File: src/design/ptts_pkg.sv
package ptts_pkg;

    // Default build of the scheduler
    localparam int SLOTS_DEF       = 8;
    localparam int TICK_LENGTH_DEF = 10;

    // Field widths
    localparam int MODE_W   = 2;
    localparam int HANDLE_W = 16;
    localparam int TIME_W   = 32;
    localparam int TGT_W    = 4;
    localparam int STATUS_W = 3;
    localparam int SLOT_W   = 3;
    localparam int PEND_W   = 8;

    // Dispatch emits at most this many results per request
    localparam int MAX_RESULTS = 8;
    localparam int RES_W       = $clog2(MAX_RESULTS + 1);

    // Reciprocal multiply takes one 16-bit digit of each time per step
    localparam int DIV_DIGIT_W = 16;
    localparam int DIV_STEPS   = TIME_W / DIV_DIGIT_W;
    localparam int DIV_CNT_W   = $clog2(DIV_STEPS + 1);

    typedef enum logic [MODE_W-1:0] {
        MODE_ADD      = 2'd0,
        MODE_TICK     = 2'd1,
        MODE_DISPATCH = 2'd2,
        MODE_DELETE   = 2'd3
    } t_mode;

    typedef enum logic [STATUS_W-1:0] {
        ST_ADDED       = 3'd0,
        ST_FULL        = 3'd1,
        ST_RUN         = 3'd2,
        ST_NONE_READY  = 3'd3,
        ST_DELETED     = 3'd4,
        ST_DEL_IGNORED = 3'd5,
        ST_TICK_DONE   = 3'd6
    } t_status;

    // One task slot as held in the slot memory
    typedef struct packed {
        logic [HANDLE_W-1:0] handle;
        logic [TIME_W-1:0]   delay;
        logic [TIME_W-1:0]   period;
        logic [PEND_W-1:0]   pending;
    } t_slot_rec;

    // Datapath operations issued by the controller
    typedef enum logic [3:0] {
        OP_IDLE       = 4'd0,
        OP_CAPTURE    = 4'd1,
        OP_DIV        = 4'd2,
        OP_ADD        = 4'd3,
        OP_FULL       = 4'd4,
        OP_TICK_SLOT  = 4'd5,
        OP_TICK_DONE  = 4'd6,
        OP_DISP_SLOT  = 4'd7,
        OP_NONE_READY = 4'd8,
        OP_DELETE     = 4'd9
    } t_dp_op;

    typedef struct packed {
        t_dp_op op;
        logic   idx_inc;
    } t_dp_cmd;

    typedef struct packed {
        t_mode mode;
        logic  out_free;
        logic  div_done;
        logic  idx_last;
        logic  add_ok;
        logic  slot_ready;
        logic  more_ready;
        logic  res_last;
    } t_dp_sts;

    typedef enum logic [3:0] {
        S_IDLE       = 4'd0,
        S_DECODE     = 4'd1,
        S_DIV        = 4'd2,
        S_ADD        = 4'd3,
        S_FULL       = 4'd4,
        S_TICK_UPD   = 4'd5,
        S_TICK_RD    = 4'd6,
        S_TICK_DONE  = 4'd7,
        S_DISP_UPD   = 4'd8,
        S_DISP_RD    = 4'd9,
        S_NONE_READY = 4'd10,
        S_DELETE     = 4'd11
    } t_ctrl_state;

endpackage

File: src/design/ptts_in_if.sv
interface ptts_in_if;
    logic                            valid;
    logic                            ready;
    logic [ptts_pkg::MODE_W-1:0]     mode;
    logic [ptts_pkg::HANDLE_W-1:0]   handle;
    logic [ptts_pkg::TIME_W-1:0]     delay_time;
    logic [ptts_pkg::TIME_W-1:0]     period_time;
    logic [ptts_pkg::TGT_W-1:0]      target_slot;

    modport source (
        output valid, mode, handle, delay_time, period_time, target_slot,
        input  ready
    );

    modport sink (
        input  valid, mode, handle, delay_time, period_time, target_slot,
        output ready
    );
endinterface

File: src/design/ptts_out_if.sv
interface ptts_out_if;
    logic                            valid;
    logic                            ready;
    logic [ptts_pkg::STATUS_W-1:0]   status;
    logic [ptts_pkg::SLOT_W-1:0]     slot;
    logic [ptts_pkg::HANDLE_W-1:0]   task_handle;
    logic                            last;

    modport source (
        output valid, status, slot, task_handle, last,
        input  ready
    );

    modport sink (
        input  valid, status, slot, task_handle, last,
        output ready
    );
endinterface

File: src/design/ptts_ctrl.sv
module ptts_ctrl (
    input  logic              i_clk,
    input  logic              i_rst_n,
    input  logic              i_in_valid,
    output logic              o_in_ready,
    input  ptts_pkg::t_dp_sts i_sts,
    output ptts_pkg::t_dp_cmd o_cmd
);

    ptts_pkg::t_ctrl_state r_state;
    ptts_pkg::t_ctrl_state n_state;
    logic                  w_disp_end;

    // Dispatch stops after the result cap or when no later slot is ready
    assign w_disp_end = i_sts.res_last || !i_sts.more_ready;

    // Hold state
    always_ff @(posedge i_clk) begin
        if (!i_rst_n) begin
            r_state <= ptts_pkg::S_IDLE;
        end else begin
            r_state <= n_state;
        end
    end

    // Next state
    always_comb begin
        n_state = r_state;
        unique case (r_state)
            ptts_pkg::S_IDLE: begin
                if (i_in_valid) n_state = ptts_pkg::S_DECODE;
            end
            ptts_pkg::S_DECODE: begin
                unique case (i_sts.mode)
                    ptts_pkg::MODE_ADD: begin
                        n_state = i_sts.add_ok ? ptts_pkg::S_DIV : ptts_pkg::S_FULL;
                    end
                    ptts_pkg::MODE_TICK:     n_state = ptts_pkg::S_TICK_UPD;
                    ptts_pkg::MODE_DISPATCH: n_state = ptts_pkg::S_DISP_UPD;
                    ptts_pkg::MODE_DELETE:   n_state = ptts_pkg::S_DELETE;
                    default:                 n_state = ptts_pkg::S_IDLE;
                endcase
            end
            ptts_pkg::S_DIV: begin
                if (i_sts.div_done) n_state = ptts_pkg::S_ADD;
            end
            ptts_pkg::S_ADD, ptts_pkg::S_FULL, ptts_pkg::S_TICK_DONE,
            ptts_pkg::S_NONE_READY, ptts_pkg::S_DELETE: begin
                if (i_sts.out_free) n_state = ptts_pkg::S_IDLE;
            end
            ptts_pkg::S_TICK_UPD: begin
                n_state = i_sts.idx_last ? ptts_pkg::S_TICK_DONE : ptts_pkg::S_TICK_RD;
            end
            ptts_pkg::S_TICK_RD: begin
                n_state = ptts_pkg::S_TICK_UPD;
            end
            ptts_pkg::S_DISP_UPD: begin
                if (i_sts.slot_ready) begin
                    if (i_sts.out_free) begin
                        n_state = w_disp_end ? ptts_pkg::S_IDLE : ptts_pkg::S_DISP_RD;
                    end
                end else begin
                    n_state = i_sts.idx_last ? ptts_pkg::S_NONE_READY
                                             : ptts_pkg::S_DISP_RD;
                end
            end
            ptts_pkg::S_DISP_RD: begin
                n_state = ptts_pkg::S_DISP_UPD;
            end
            default: n_state = ptts_pkg::S_IDLE;
        endcase
    end

    // Drive commands
    always_comb begin
        o_in_ready    = 1'b0;
        o_cmd.op      = ptts_pkg::OP_IDLE;
        o_cmd.idx_inc = 1'b0;
        unique case (r_state)
            ptts_pkg::S_IDLE: begin
                o_in_ready = 1'b1;
                if (i_in_valid) o_cmd.op = ptts_pkg::OP_CAPTURE;
            end
            ptts_pkg::S_DIV: begin
                if (!i_sts.div_done) o_cmd.op = ptts_pkg::OP_DIV;
            end
            ptts_pkg::S_ADD: begin
                if (i_sts.out_free) o_cmd.op = ptts_pkg::OP_ADD;
            end
            ptts_pkg::S_FULL: begin
                if (i_sts.out_free) o_cmd.op = ptts_pkg::OP_FULL;
            end
            ptts_pkg::S_TICK_UPD: begin
                o_cmd.op      = ptts_pkg::OP_TICK_SLOT;
                o_cmd.idx_inc = !i_sts.idx_last;
            end
            ptts_pkg::S_TICK_DONE: begin
                if (i_sts.out_free) o_cmd.op = ptts_pkg::OP_TICK_DONE;
            end
            ptts_pkg::S_DISP_UPD: begin
                if (i_sts.slot_ready) begin
                    if (i_sts.out_free) begin
                        o_cmd.op      = ptts_pkg::OP_DISP_SLOT;
                        o_cmd.idx_inc = !w_disp_end;
                    end
                end else begin
                    o_cmd.idx_inc = !i_sts.idx_last;
                end
            end
            ptts_pkg::S_NONE_READY: begin
                if (i_sts.out_free) o_cmd.op = ptts_pkg::OP_NONE_READY;
            end
            ptts_pkg::S_DELETE: begin
                if (i_sts.out_free) o_cmd.op = ptts_pkg::OP_DELETE;
            end
            ptts_pkg::S_DECODE, ptts_pkg::S_TICK_RD, ptts_pkg::S_DISP_RD: begin
                o_cmd.op = ptts_pkg::OP_IDLE;
            end
            default: o_cmd.op = ptts_pkg::OP_IDLE;
        endcase
    end

endmodule

File: src/design/ptts_dp.sv
module ptts_dp #(
    parameter int SLOTS       = ptts_pkg::SLOTS_DEF,
    parameter int TICK_LENGTH = ptts_pkg::TICK_LENGTH_DEF
) (
    input  logic                            i_clk,
    input  logic                            i_rst_n,
    input  ptts_pkg::t_dp_cmd               i_cmd,
    output ptts_pkg::t_dp_sts               o_sts,
    input  logic [ptts_pkg::MODE_W-1:0]     i_in_mode,
    input  logic [ptts_pkg::HANDLE_W-1:0]   i_in_handle,
    input  logic [ptts_pkg::TIME_W-1:0]     i_in_delay_time,
    input  logic [ptts_pkg::TIME_W-1:0]     i_in_period_time,
    input  logic [ptts_pkg::TGT_W-1:0]      i_in_target_slot,
    output logic                            o_out_valid,
    input  logic                            i_out_ready,
    output logic [ptts_pkg::STATUS_W-1:0]   o_out_status,
    output logic [ptts_pkg::SLOT_W-1:0]     o_out_slot,
    output logic [ptts_pkg::HANDLE_W-1:0]   o_out_task_handle,
    output logic                            o_out_last
);

    localparam int                TW       = ptts_pkg::TIME_W;
    localparam int                DW       = ptts_pkg::DIV_DIGIT_W;
    localparam int                IW       = (SLOTS > 1) ? $clog2(SLOTS) : 1;
    localparam logic [IW-1:0]     LAST_IDX = IW'(SLOTS - 1);

    // x / TICK_LENGTH == (x * RECIP) >> (TW + SH) for every TW-bit x
    localparam int                SH       = $clog2(TICK_LENGTH);
    localparam int                MW       = TW + 1;
    localparam int                AW       = TW + MW;
    localparam logic [63:0]       RECIP_WIDE =
        ((64'd1 << (TW + SH)) + 64'(TICK_LENGTH) - 64'd1) / 64'(TICK_LENGTH);
    localparam logic [MW-1:0]     RECIP    = MW'(RECIP_WIDE);

    // Latched request
    ptts_pkg::t_mode                 r_mode;
    logic [ptts_pkg::HANDLE_W-1:0]   r_handle;
    logic [ptts_pkg::TGT_W-1:0]      r_tgt;

    // Divider lanes for delay and period
    logic [TW-1:0]                   r_dq;
    logic [TW-1:0]                   r_pq;
    logic [AW-1:0]                   r_dacc;
    logic [AW-1:0]                   r_pacc;
    logic [ptts_pkg::DIV_CNT_W-1:0]  r_dcnt;

    // Slot walk and table flags
    logic [IW-1:0]                   r_idx;
    logic                            r_add_ok;
    logic [ptts_pkg::RES_W-1:0]      r_nres;
    logic [SLOTS-1:0]                r_valid;
    logic [SLOTS-1:0]                r_ready;

    // Slot memory
    ptts_pkg::t_slot_rec             r_mem [SLOTS];
    ptts_pkg::t_slot_rec             r_rd;

    // Result register
    logic                            r_o_valid;
    ptts_pkg::t_status               r_o_status;
    logic [ptts_pkg::SLOT_W-1:0]     r_o_slot;
    logic [ptts_pkg::HANDLE_W-1:0]   r_o_handle;
    logic                            r_o_last;

    logic                            w_free_found;
    logic [IW-1:0]                   w_free_idx;
    logic                            w_more;
    logic [IW-1:0]                   w_del_idx;
    logic                            w_del_ok;
    logic                            w_res_last;
    logic [DW+MW-1:0]                w_dprod;
    logic [DW+MW-1:0]                w_pprod;
    logic [TW-1:0]                   w_dquo;
    logic [TW-1:0]                   w_pquo;
    ptts_pkg::t_slot_rec             w_rec_tick;
    ptts_pkg::t_slot_rec             w_rec_disp;
    ptts_pkg::t_slot_rec             w_rec_add;
    logic                            w_we;
    ptts_pkg::t_slot_rec             w_wrec;
    logic                            w_emit;
    ptts_pkg::t_status               w_emit_status;
    logic [ptts_pkg::SLOT_W-1:0]     w_emit_slot;
    logic [ptts_pkg::HANDLE_W-1:0]   w_emit_handle;
    logic                            w_emit_last;

    // Find the lowest free slot
    always_comb begin
        w_free_found = 1'b0;
        w_free_idx   = '0;
        for (int j = SLOTS - 1; j >= 0; j--) begin
            if (!r_valid[j]) begin
                w_free_found = 1'b1;
                w_free_idx   = IW'(j);
            end
        end
    end

    // Look for a ready slot above the current one
    always_comb begin
        w_more = 1'b0;
        for (int j = 0; j < SLOTS; j++) begin
            if (r_ready[j] && (IW'(j) > r_idx)) w_more = 1'b1;
        end
    end

    assign w_del_idx  = IW'(r_tgt);
    assign w_del_ok   = (32'(r_tgt) < 32'(SLOTS)) && r_valid[w_del_idx];
    assign w_res_last = (r_nres == ptts_pkg::RES_W'(ptts_pkg::MAX_RESULTS - 1));

    // Multiply the top digit of each lane by the reciprocal
    assign w_dprod = r_dq[TW-1 -: DW] * RECIP;
    assign w_pprod = r_pq[TW-1 -: DW] * RECIP;
    assign w_dquo  = TW'(r_dacc >> (TW + SH));
    assign w_pquo  = TW'(r_pacc >> (TW + SH));

    // Age one slot on tick
    always_comb begin
        w_rec_tick = r_rd;
        if (r_rd.delay == '0) begin
            if (r_rd.pending != '1) w_rec_tick.pending = r_rd.pending + 1'b1;
            if (r_rd.period != '0) w_rec_tick.delay = r_rd.period;
        end else begin
            w_rec_tick.delay = r_rd.delay - 1'b1;
        end
    end

    // Consume one run on dispatch
    always_comb begin
        w_rec_disp         = r_rd;
        w_rec_disp.pending = r_rd.pending - 1'b1;
    end

    always_comb begin
        w_rec_add.handle  = r_handle;
        w_rec_add.delay   = w_dquo;
        w_rec_add.period  = w_pquo;
        w_rec_add.pending = '0;
    end

    // Select the memory write
    always_comb begin
        w_we   = 1'b0;
        w_wrec = w_rec_add;
        case (i_cmd.op)
            ptts_pkg::OP_ADD: begin
                w_we = 1'b1;
            end
            ptts_pkg::OP_TICK_SLOT: begin
                w_we   = r_valid[r_idx];
                w_wrec = w_rec_tick;
            end
            ptts_pkg::OP_DISP_SLOT: begin
                w_we   = (r_rd.period != '0);
                w_wrec = w_rec_disp;
            end
            default: w_we = 1'b0;
        endcase
    end

    // Build the result for this operation
    always_comb begin
        w_emit        = 1'b0;
        w_emit_status = ptts_pkg::ST_ADDED;
        w_emit_slot   = '0;
        w_emit_handle = '0;
        w_emit_last   = 1'b1;
        unique case (i_cmd.op)
            ptts_pkg::OP_ADD: begin
                w_emit      = 1'b1;
                w_emit_slot = ptts_pkg::SLOT_W'(r_idx);
            end
            ptts_pkg::OP_FULL: begin
                w_emit        = 1'b1;
                w_emit_status = ptts_pkg::ST_FULL;
            end
            ptts_pkg::OP_TICK_DONE: begin
                w_emit        = 1'b1;
                w_emit_status = ptts_pkg::ST_TICK_DONE;
            end
            ptts_pkg::OP_DISP_SLOT: begin
                w_emit        = 1'b1;
                w_emit_status = ptts_pkg::ST_RUN;
                w_emit_slot   = ptts_pkg::SLOT_W'(r_idx);
                w_emit_handle = r_rd.handle;
                w_emit_last   = w_res_last || !w_more;
            end
            ptts_pkg::OP_NONE_READY: begin
                w_emit        = 1'b1;
                w_emit_status = ptts_pkg::ST_NONE_READY;
            end
            ptts_pkg::OP_DELETE: begin
                w_emit = 1'b1;
                if (w_del_ok) begin
                    w_emit_status = ptts_pkg::ST_DELETED;
                    w_emit_slot   = ptts_pkg::SLOT_W'(r_tgt);
                end else begin
                    w_emit_status = ptts_pkg::ST_DEL_IGNORED;
                end
            end
            default: w_emit = 1'b0;
        endcase
    end

    // Control state: flags, walk index, counters, result valid
    always_ff @(posedge i_clk) begin
        if (!i_rst_n) begin
            r_valid   <= '0;
            r_ready   <= '0;
            r_o_valid <= 1'b0;
            r_idx     <= '0;
            r_nres    <= '0;
            r_dcnt    <= '0;
            r_add_ok  <= 1'b0;
        end else begin
            if (w_emit) begin
                r_o_valid <= 1'b1;
            end else if (i_out_ready) begin
                r_o_valid <= 1'b0;
            end
            if (i_cmd.idx_inc) r_idx <= r_idx + 1'b1;
            case (i_cmd.op)
                ptts_pkg::OP_CAPTURE: begin
                    r_idx    <= (ptts_pkg::t_mode'(i_in_mode) == ptts_pkg::MODE_ADD)
                                ? w_free_idx : '0;
                    r_add_ok <= w_free_found;
                    r_nres   <= '0;
                    r_dcnt   <= '0;
                end
                ptts_pkg::OP_DIV: begin
                    r_dcnt <= r_dcnt + 1'b1;
                end
                ptts_pkg::OP_ADD: begin
                    r_valid[r_idx] <= 1'b1;
                    r_ready[r_idx] <= 1'b0;
                end
                ptts_pkg::OP_TICK_SLOT: begin
                    if (r_valid[r_idx] && (r_rd.delay == '0)) r_ready[r_idx] <= 1'b1;
                end
                ptts_pkg::OP_DISP_SLOT: begin
                    r_nres <= r_nres + 1'b1;
                    if (r_rd.period == '0) begin
                        r_valid[r_idx] <= 1'b0;
                        r_ready[r_idx] <= 1'b0;
                    end else begin
                        r_ready[r_idx] <= (r_rd.pending != ptts_pkg::PEND_W'(1));
                    end
                end
                ptts_pkg::OP_DELETE: begin
                    if (w_del_ok) begin
                        r_valid[w_del_idx] <= 1'b0;
                        r_ready[w_del_idx] <= 1'b0;
                    end
                end
                default: ;
            endcase
        end
    end

    // Payload: request, divider lanes, memory, result fields
    always_ff @(posedge i_clk) begin
        if (i_cmd.op == ptts_pkg::OP_CAPTURE) begin
            r_mode   <= ptts_pkg::t_mode'(i_in_mode);
            r_handle <= i_in_handle;
            r_tgt    <= i_in_target_slot;
            r_dq     <= i_in_delay_time;
            r_pq     <= i_in_period_time;
            r_dacc   <= '0;
            r_pacc   <= '0;
        end else if (i_cmd.op == ptts_pkg::OP_DIV) begin
            // Advance one digit: shift the sum up and add the next partial product
            r_dq   <= {r_dq[TW-DW-1:0], {DW{1'b0}}};
            r_pq   <= {r_pq[TW-DW-1:0], {DW{1'b0}}};
            r_dacc <= {r_dacc[AW-DW-1:0], {DW{1'b0}}} + AW'(w_dprod);
            r_pacc <= {r_pacc[AW-DW-1:0], {DW{1'b0}}} + AW'(w_pprod);
        end
        r_rd <= r_mem[r_idx];
        if (w_we) r_mem[r_idx] <= w_wrec;
        if (w_emit) begin
            r_o_status <= w_emit_status;
            r_o_slot   <= w_emit_slot;
            r_o_handle <= w_emit_handle;
            r_o_last   <= w_emit_last;
        end
    end

    // Report status to the controller
    always_comb begin
        o_sts.mode       = r_mode;
        o_sts.out_free   = !r_o_valid || i_out_ready;
        o_sts.div_done   = (r_dcnt == ptts_pkg::DIV_CNT_W'(ptts_pkg::DIV_STEPS));
        o_sts.idx_last   = (r_idx == LAST_IDX);
        o_sts.add_ok     = r_add_ok;
        o_sts.slot_ready = r_ready[r_idx];
        o_sts.more_ready = w_more;
        o_sts.res_last   = w_res_last;
    end

    assign o_out_valid       = r_o_valid;
    assign o_out_status      = ptts_pkg::STATUS_W'(r_o_status);
    assign o_out_slot        = r_o_slot;
    assign o_out_task_handle = r_o_handle;
    assign o_out_last        = r_o_last;

endmodule

File: src/design/periodic_task_tick_scheduler.sv
// Channel   Dir  Payload                                             Per request
// i_in      in   mode, handle, delay_time, period_time, target_slot  one request
// o_out     out  status, slot, task_handle, last                     1 to 8 results
//
// On add, delay and period are divided by the tick length with a
// reciprocal multiply, one 16-bit digit per cycle, then written to the slot.
// On tick, each slot is read from the single-port slot memory, then updated
// and written back the next cycle. Dispatch walks the same way and stops after
// its last result. Reset is synchronous and empties the table; a held result
// on o_out stalls the dispatch walk.
module periodic_task_tick_scheduler #(
    parameter int SLOTS       = ptts_pkg::SLOTS_DEF,
    parameter int TICK_LENGTH = ptts_pkg::TICK_LENGTH_DEF
) (
    input  logic        i_clk,
    input  logic        i_rst_n,
    ptts_in_if.sink     i_in,
    ptts_out_if.source  o_out
);

    ptts_pkg::t_dp_cmd w_cmd;
    ptts_pkg::t_dp_sts w_sts;

    // Sequence each request
    ptts_ctrl u_ctrl (
        .i_clk      (i_clk),
        .i_rst_n    (i_rst_n),
        .i_in_valid (i_in.valid),
        .o_in_ready (i_in.ready),
        .i_sts      (w_sts),
        .o_cmd      (w_cmd)
    );

    // Slot table, divider and result register
    ptts_dp #(
        .SLOTS       (SLOTS),
        .TICK_LENGTH (TICK_LENGTH)
    ) u_dp (
        .i_clk             (i_clk),
        .i_rst_n           (i_rst_n),
        .i_cmd             (w_cmd),
        .o_sts             (w_sts),
        .i_in_mode         (i_in.mode),
        .i_in_handle       (i_in.handle),
        .i_in_delay_time   (i_in.delay_time),
        .i_in_period_time  (i_in.period_time),
        .i_in_target_slot  (i_in.target_slot),
        .o_out_valid       (o_out.valid),
        .i_out_ready       (o_out.ready),
        .o_out_status      (o_out.status),
        .o_out_slot        (o_out.slot),
        .o_out_task_handle (o_out.task_handle),
        .o_out_last        (o_out.last)
    );

endmodule

File: src/flat_wrapper.sv
// flat-port wrapper written by rule: the top's interface ports become plain ports
module periodic_task_tick_scheduler_flat 
#(
    parameter int SLOTS       = ptts_pkg::SLOTS_DEF,
    parameter int TICK_LENGTH = ptts_pkg::TICK_LENGTH_DEF
)
  (i_clk, i_rst_n, i_in_valid, i_in_mode, i_in_handle, i_in_delay_time, i_in_period_time, i_in_target_slot, i_in_ready, o_out_valid, o_out_status, o_out_slot, o_out_task_handle, o_out_last, o_out_ready);
  ptts_in_if i_in_i ();
  ptts_out_if o_out_i ();
  input  logic i_clk;
  input  logic i_rst_n;
  input wire logic [$bits(i_in_i.valid)-1:0] i_in_valid;
  input wire logic [$bits(i_in_i.mode)-1:0] i_in_mode;
  input wire logic [$bits(i_in_i.handle)-1:0] i_in_handle;
  input wire logic [$bits(i_in_i.delay_time)-1:0] i_in_delay_time;
  input wire logic [$bits(i_in_i.period_time)-1:0] i_in_period_time;
  input wire logic [$bits(i_in_i.target_slot)-1:0] i_in_target_slot;
  output wire logic [$bits(i_in_i.ready)-1:0] i_in_ready;
  output wire logic [$bits(o_out_i.valid)-1:0] o_out_valid;
  output wire logic [$bits(o_out_i.status)-1:0] o_out_status;
  output wire logic [$bits(o_out_i.slot)-1:0] o_out_slot;
  output wire logic [$bits(o_out_i.task_handle)-1:0] o_out_task_handle;
  output wire logic [$bits(o_out_i.last)-1:0] o_out_last;
  input wire logic [$bits(o_out_i.ready)-1:0] o_out_ready;
  assign i_in_i.valid = i_in_valid;
  assign i_in_i.mode = i_in_mode;
  assign i_in_i.handle = i_in_handle;
  assign i_in_i.delay_time = i_in_delay_time;
  assign i_in_i.period_time = i_in_period_time;
  assign i_in_i.target_slot = i_in_target_slot;
  assign i_in_ready = i_in_i.ready;
  assign o_out_valid = o_out_i.valid;
  assign o_out_status = o_out_i.status;
  assign o_out_slot = o_out_i.slot;
  assign o_out_task_handle = o_out_i.task_handle;
  assign o_out_last = o_out_i.last;
  assign o_out_i.ready = o_out_ready;
  periodic_task_tick_scheduler #(.SLOTS(SLOTS), .TICK_LENGTH(TICK_LENGTH)) u_core (.i_clk(i_clk), .i_rst_n(i_rst_n), .i_in(i_in_i), .o_out(o_out_i));
endmodule
File: config.mk
export PLATFORM = sky130hd
export DESIGN_NAME = periodic_task_tick_scheduler_flat
export DESIGN_NICKNAME = d
export VERILOG_FILES = /design/src/design/ptts_pkg.sv /design/src/design/ptts_in_if.sv /design/src/design/ptts_out_if.sv /design/src/design/ptts_ctrl.sv /design/src/design/ptts_dp.sv /design/src/design/periodic_task_tick_scheduler.sv /design/src/flat_wrapper.sv
export SDC_FILE = /design/constraint.sdc
export NUM_CORES = 2
export LEC_CHECK = 0
export ABC_AREA = 1
export BUFFER_PORTS_ARGS = -buffer_cell sky130_fd_sc_hd__buf_2
export CAP_MARGIN = 20
export CORE_MARGIN = 5
export CORE_UTILIZATION = 45
export CTS_BUF_LIST = sky130_fd_sc_hd__clkbuf_16
export CTS_CLUSTER_DIAMETER = 100
export DETAILED_ROUTE_END_ITERATION = 6
export RECOVER_POWER = 25
export SLEW_MARGIN = 15
export SYNTH_ARGS = -nofsm -noshare
export SYNTH_HDL_FRONTEND = slang
export SYNTH_SLANG_ARGS = --single-unit
File: constraint.sdc
create_clock -name i_clk -period 15.2 [get_ports i_clk]
set_input_delay 0.76 -clock i_clk [delete_from_list [all_inputs] [get_ports i_clk]]
set_output_delay 0.76 -clock i_clk [all_outputs]
set_load 0.02 [all_outputs]
==> out/metrics.cfg <==
[run_status]
status = finished, violations left
violations = max-capacitance violations, max-slew violations

[timing]
worst_pin_slew_ps = 4289
skew_ps = 71.08
min_period_ps = 7889
max_freq_mhz = 126.8
rsz0062_at_grt = no
whs_ps = 201.7
maxSlewViolCount = 723
finalCritPeriodShare_pct = 51.90
setup_tns_ps = 0
hold_viol_final = 0
setup_viol = 0
slew_headroom_pct = -185.9

[cells_and_area]
nets = 6795
most-common-layout-cells = nand2_1 (1,193), inv_1 (921), edfxtp_1 (813)
drive_gt1_share_pct = 5.481
post-route-cell-area_sq_um = 64330
syn2layout_area_growth_pct = 9.855
mostFrequentLayoutCell = nand2_1

[yosys]
yosysWarnings = 0
synthSimpleGateAreaFrac_pct = 16.45
synth_edf_count = 813
synth_compound_area_share_pct = 10.95
synth-async-reset-ratio_pct = 0
synth.distinct_cells = 55
synthMuxAreaShare_pct = 0
synth_top_family_by_area = simple AND/OR/NAND/NOR gates
synthFlopType = edfxtp_1
synth_seq_cells = 1060
synthCells = 6110
synthXorXnorAreaFrac_pct = 2.244
netlist_area_sq_um = 58560
yosys.area_share.adder_pct = 13.01
syn_area_per_cell_sq_um = 9.584
seq_area_frac_synth_pct = 50.14
syn-num-nets = 6708

[routing]
drt_first_pass_iters = 5
drc_errors = 0
wl_per_cell_um = 20.65
routed_wl_mm = 166.0
drt-initial-drc-count = 3349
route.antenna.remaining_nets = 0
viasPerCell = 5.420
num_vias = 43560

[worst_hold_path]
worstHoldStart = i_in_handle[3]
whs_path_depth = 1
hold_class = primary input to register
hold_end = u_core.u_dp.r_handle[3]

[clock_tree]
cts_tree = built
cts.sinks = 1060
post_cts_buffers = 0
cts_hold_buf = 0
root_buffer = clkbuf_16
clk_path_buf_depth = 3
clock_latency_ps = 760
clkTransAtPathRegs_ps = 60
post_cts_resize_count = 0
cts_buffers = 111
htreeDepth = 3

[setup_path]
r2r_cells = 27
slowest_stage = nor4_1
cp_data_arrival_time_ps = 8510
worstSetupStartpoint = u_core.u_dp.r_dq[17]
critPathTopFamily = adder cells
r2r-start = u_core.u_dp.r_dq[17]
worstPathMaxFanout = 13
r2r_slack_ps = 7310
crit_required_ps = 15820
startpoint_type = register
slowest_delay_ps = 650
endpoint_kind = register
path_depth = 27
reg2reg_to = u_core.u_dp.r_dacc[36]
cpMostUsedCell = inv_1
worstSetupPathType = register to register
crit_buf_inv = 7

[global_route]
grt_pass1_vias = 43230
track_usage_pct = 23.93
grt_max_degree = 187
grt_antenna_before_repair = 1
grt_pass1_wl_mm = 255.7
grt-ovfl-total = 0

[die]
initial_core_util_pct = 45.22
die-area_sq_um = 137400
ios = 115
die_h_um = 370.7
core_area_sq_um = 129500
die_w_um = 370.7
num_rows = 132

[placed_design]
dp_hpwl_mm = 113.4
port_buffers = 114
dpl_cell_area_sq_um = 60920
gp_congestion = 0.9333

[run]
max_cap_violations = 14

[worst reg2reg max path: stages (launching register included)]
cell and delay, ps:
edfxtp_1 430, ha_1 330, inv_1 70, fa_1 530, inv_1 80, fa_1 520, fa_1 550, inv_1 50
fa_1 500, fa_1 500, inv_1 40, ha_1 440, nand2_1 160, nor2_4 220, inv_1 250, nor4_1 650
a21oi_1 340, xor2_1 250, ha_1 390, a21oi_1 270, o21ai_0 210, a21oi_1 330, inv_1 70, a21oi_1 180
or2_2 140, nand3_1 130, nand2_1 120, inv_1 50
[registers in the layout, indices dropped and copies added (netlist names), 3 cells and up]
name                           cells
u_core.u_dp.r_nres                 4
u_core.u_dp.o_out_status           3
u_core.u_dp.r_pq                  32
u_core.u_dp.o_out_task_handle     16
u_core.u_dp.r_valid                8
u_core.u_dp.r_pacc                64
u_core.u_ctrl.r_state              4
u_core.u_dp.r_mem                704
u_core.u_dp.r_tgt                  4
u_core.u_dp.r_dacc                64
u_core.u_dp.r_handle              16
u_core.u_dp.r_idx                  3
u_core.u_dp.o_out_slot             3
u_core.u_dp.r_ready                8
u_core.u_dp.r_rd                  88
u_core.u_dp.r_dq                  32
[routing by layer]
metal | vias to the layer above | wire length (um) | track usage, %
met3 | 259 | 9019 | 3.059
met5 | - | 0 | 0
met4 | 0 | 4340 | 6.006
li1 | 21050 | - | -
met2 | 1228 | 79050 | 40.96
met1 | 21030 | 73550 | 32.39
[logic make-up (layout without fill, tap and decap cells)]
group	count (synthesis)	count (layout)
xor+xnor	150	150
fa+ha+maj	508	508
flops	1060	1060
compound gates	1036	1036
other cells	0	1
simple gates	2263	2263
buf+inv	1093	1278
[through the flow]
stage | std cells | utilization, % | worst slack, ps
after floorplan | 6110 | - | 8728
after global placement | 7826 | 47.05 | 7393
after detailed placement | 7826 | 47.05 | 7397
after CTS | 8037 | 49.80 | 7411
after global routing | 8037 | 49.68 | 6803
final | 8038 | 49.68 | 7311
[cell usage after synthesis, types with 3 or more instances]
master    count  area share (%)
a21oi_1     304             2.6
inv_2        16            0.10
fa_1        168             5.7
o22ai_1      20            0.21
ha_1        340             7.3
a31oi_1      20            0.21
nor3_1       58            0.50
a211oi_1      3           0.038
nand4_1     144             1.5
nand3b_1      6           0.077
buf_1        21            0.13
dfxtp_1     247             8.4
a21o_1        7           0.090
nand2_2       5           0.053
o21a_1       15            0.19
nand3_2       6            0.10
o211ai_1     78             1.0
or2_2        16            0.17
a22o_1       78             1.2
nand2_1    1190             7.6
a221oi_1     74             1.1
xor2_1       99             1.5
and2_1        4           0.043
o221ai_1      8            0.12
a22oi_1      98             1.3
o21ai_0     296             2.5
a21boi_0      4           0.051
nand3_1     305             2.6
inv_1       897             5.8
buf_2        72            0.62
nand2_4       4           0.077
xnor2_1      51            0.76
nor2_2        6           0.064
o21bai_1     19            0.24
nor2_4        7            0.13
buf_6         3           0.058
nor4_1       13            0.14
nor2_1      489             3.1
edfxtp_1    813              42
o21ai_1       7           0.060
clkbuf_1     81            0.52
[worst max path at each step]
stage / endpoint / slack [ps]
5_1_grt: u_core.u_dp.r_dacc[36] / 6800
4_1_cts: u_core.u_dp.r_dacc[60] / 7410
6_report: u_core.u_dp.r_dacc[36] / 7310
3_3_place_gp: u_core.u_dp.r_dacc[36] / 7390
2_1_floorplan: u_core.u_dp.r_dacc[31] / 8730
3_5_place_dp: u_core.u_dp.r_dacc[36] / 7400
[area by class of cell]
| class | count | area [sq um] |
|---|---|---|
| well taps | 1742 | 2180 |
| diodes | 1 | 2.502 |
| repair buffers | 152 | 793.3 |
| clock buffers | 112 | 2803 |
| flip-flops and latches | 1060 | 29360 |
| multi-input cells | 3957 | 24980 |
| inverters | 915 | 3452 |
| fillers | 12240 | 65160 |
| clock inverters | 99 | 754.5 |
Power is left out: the tool's default activity adds up to more than one toggle a clock period on the data nets, which glitch-free logic cannot reach.
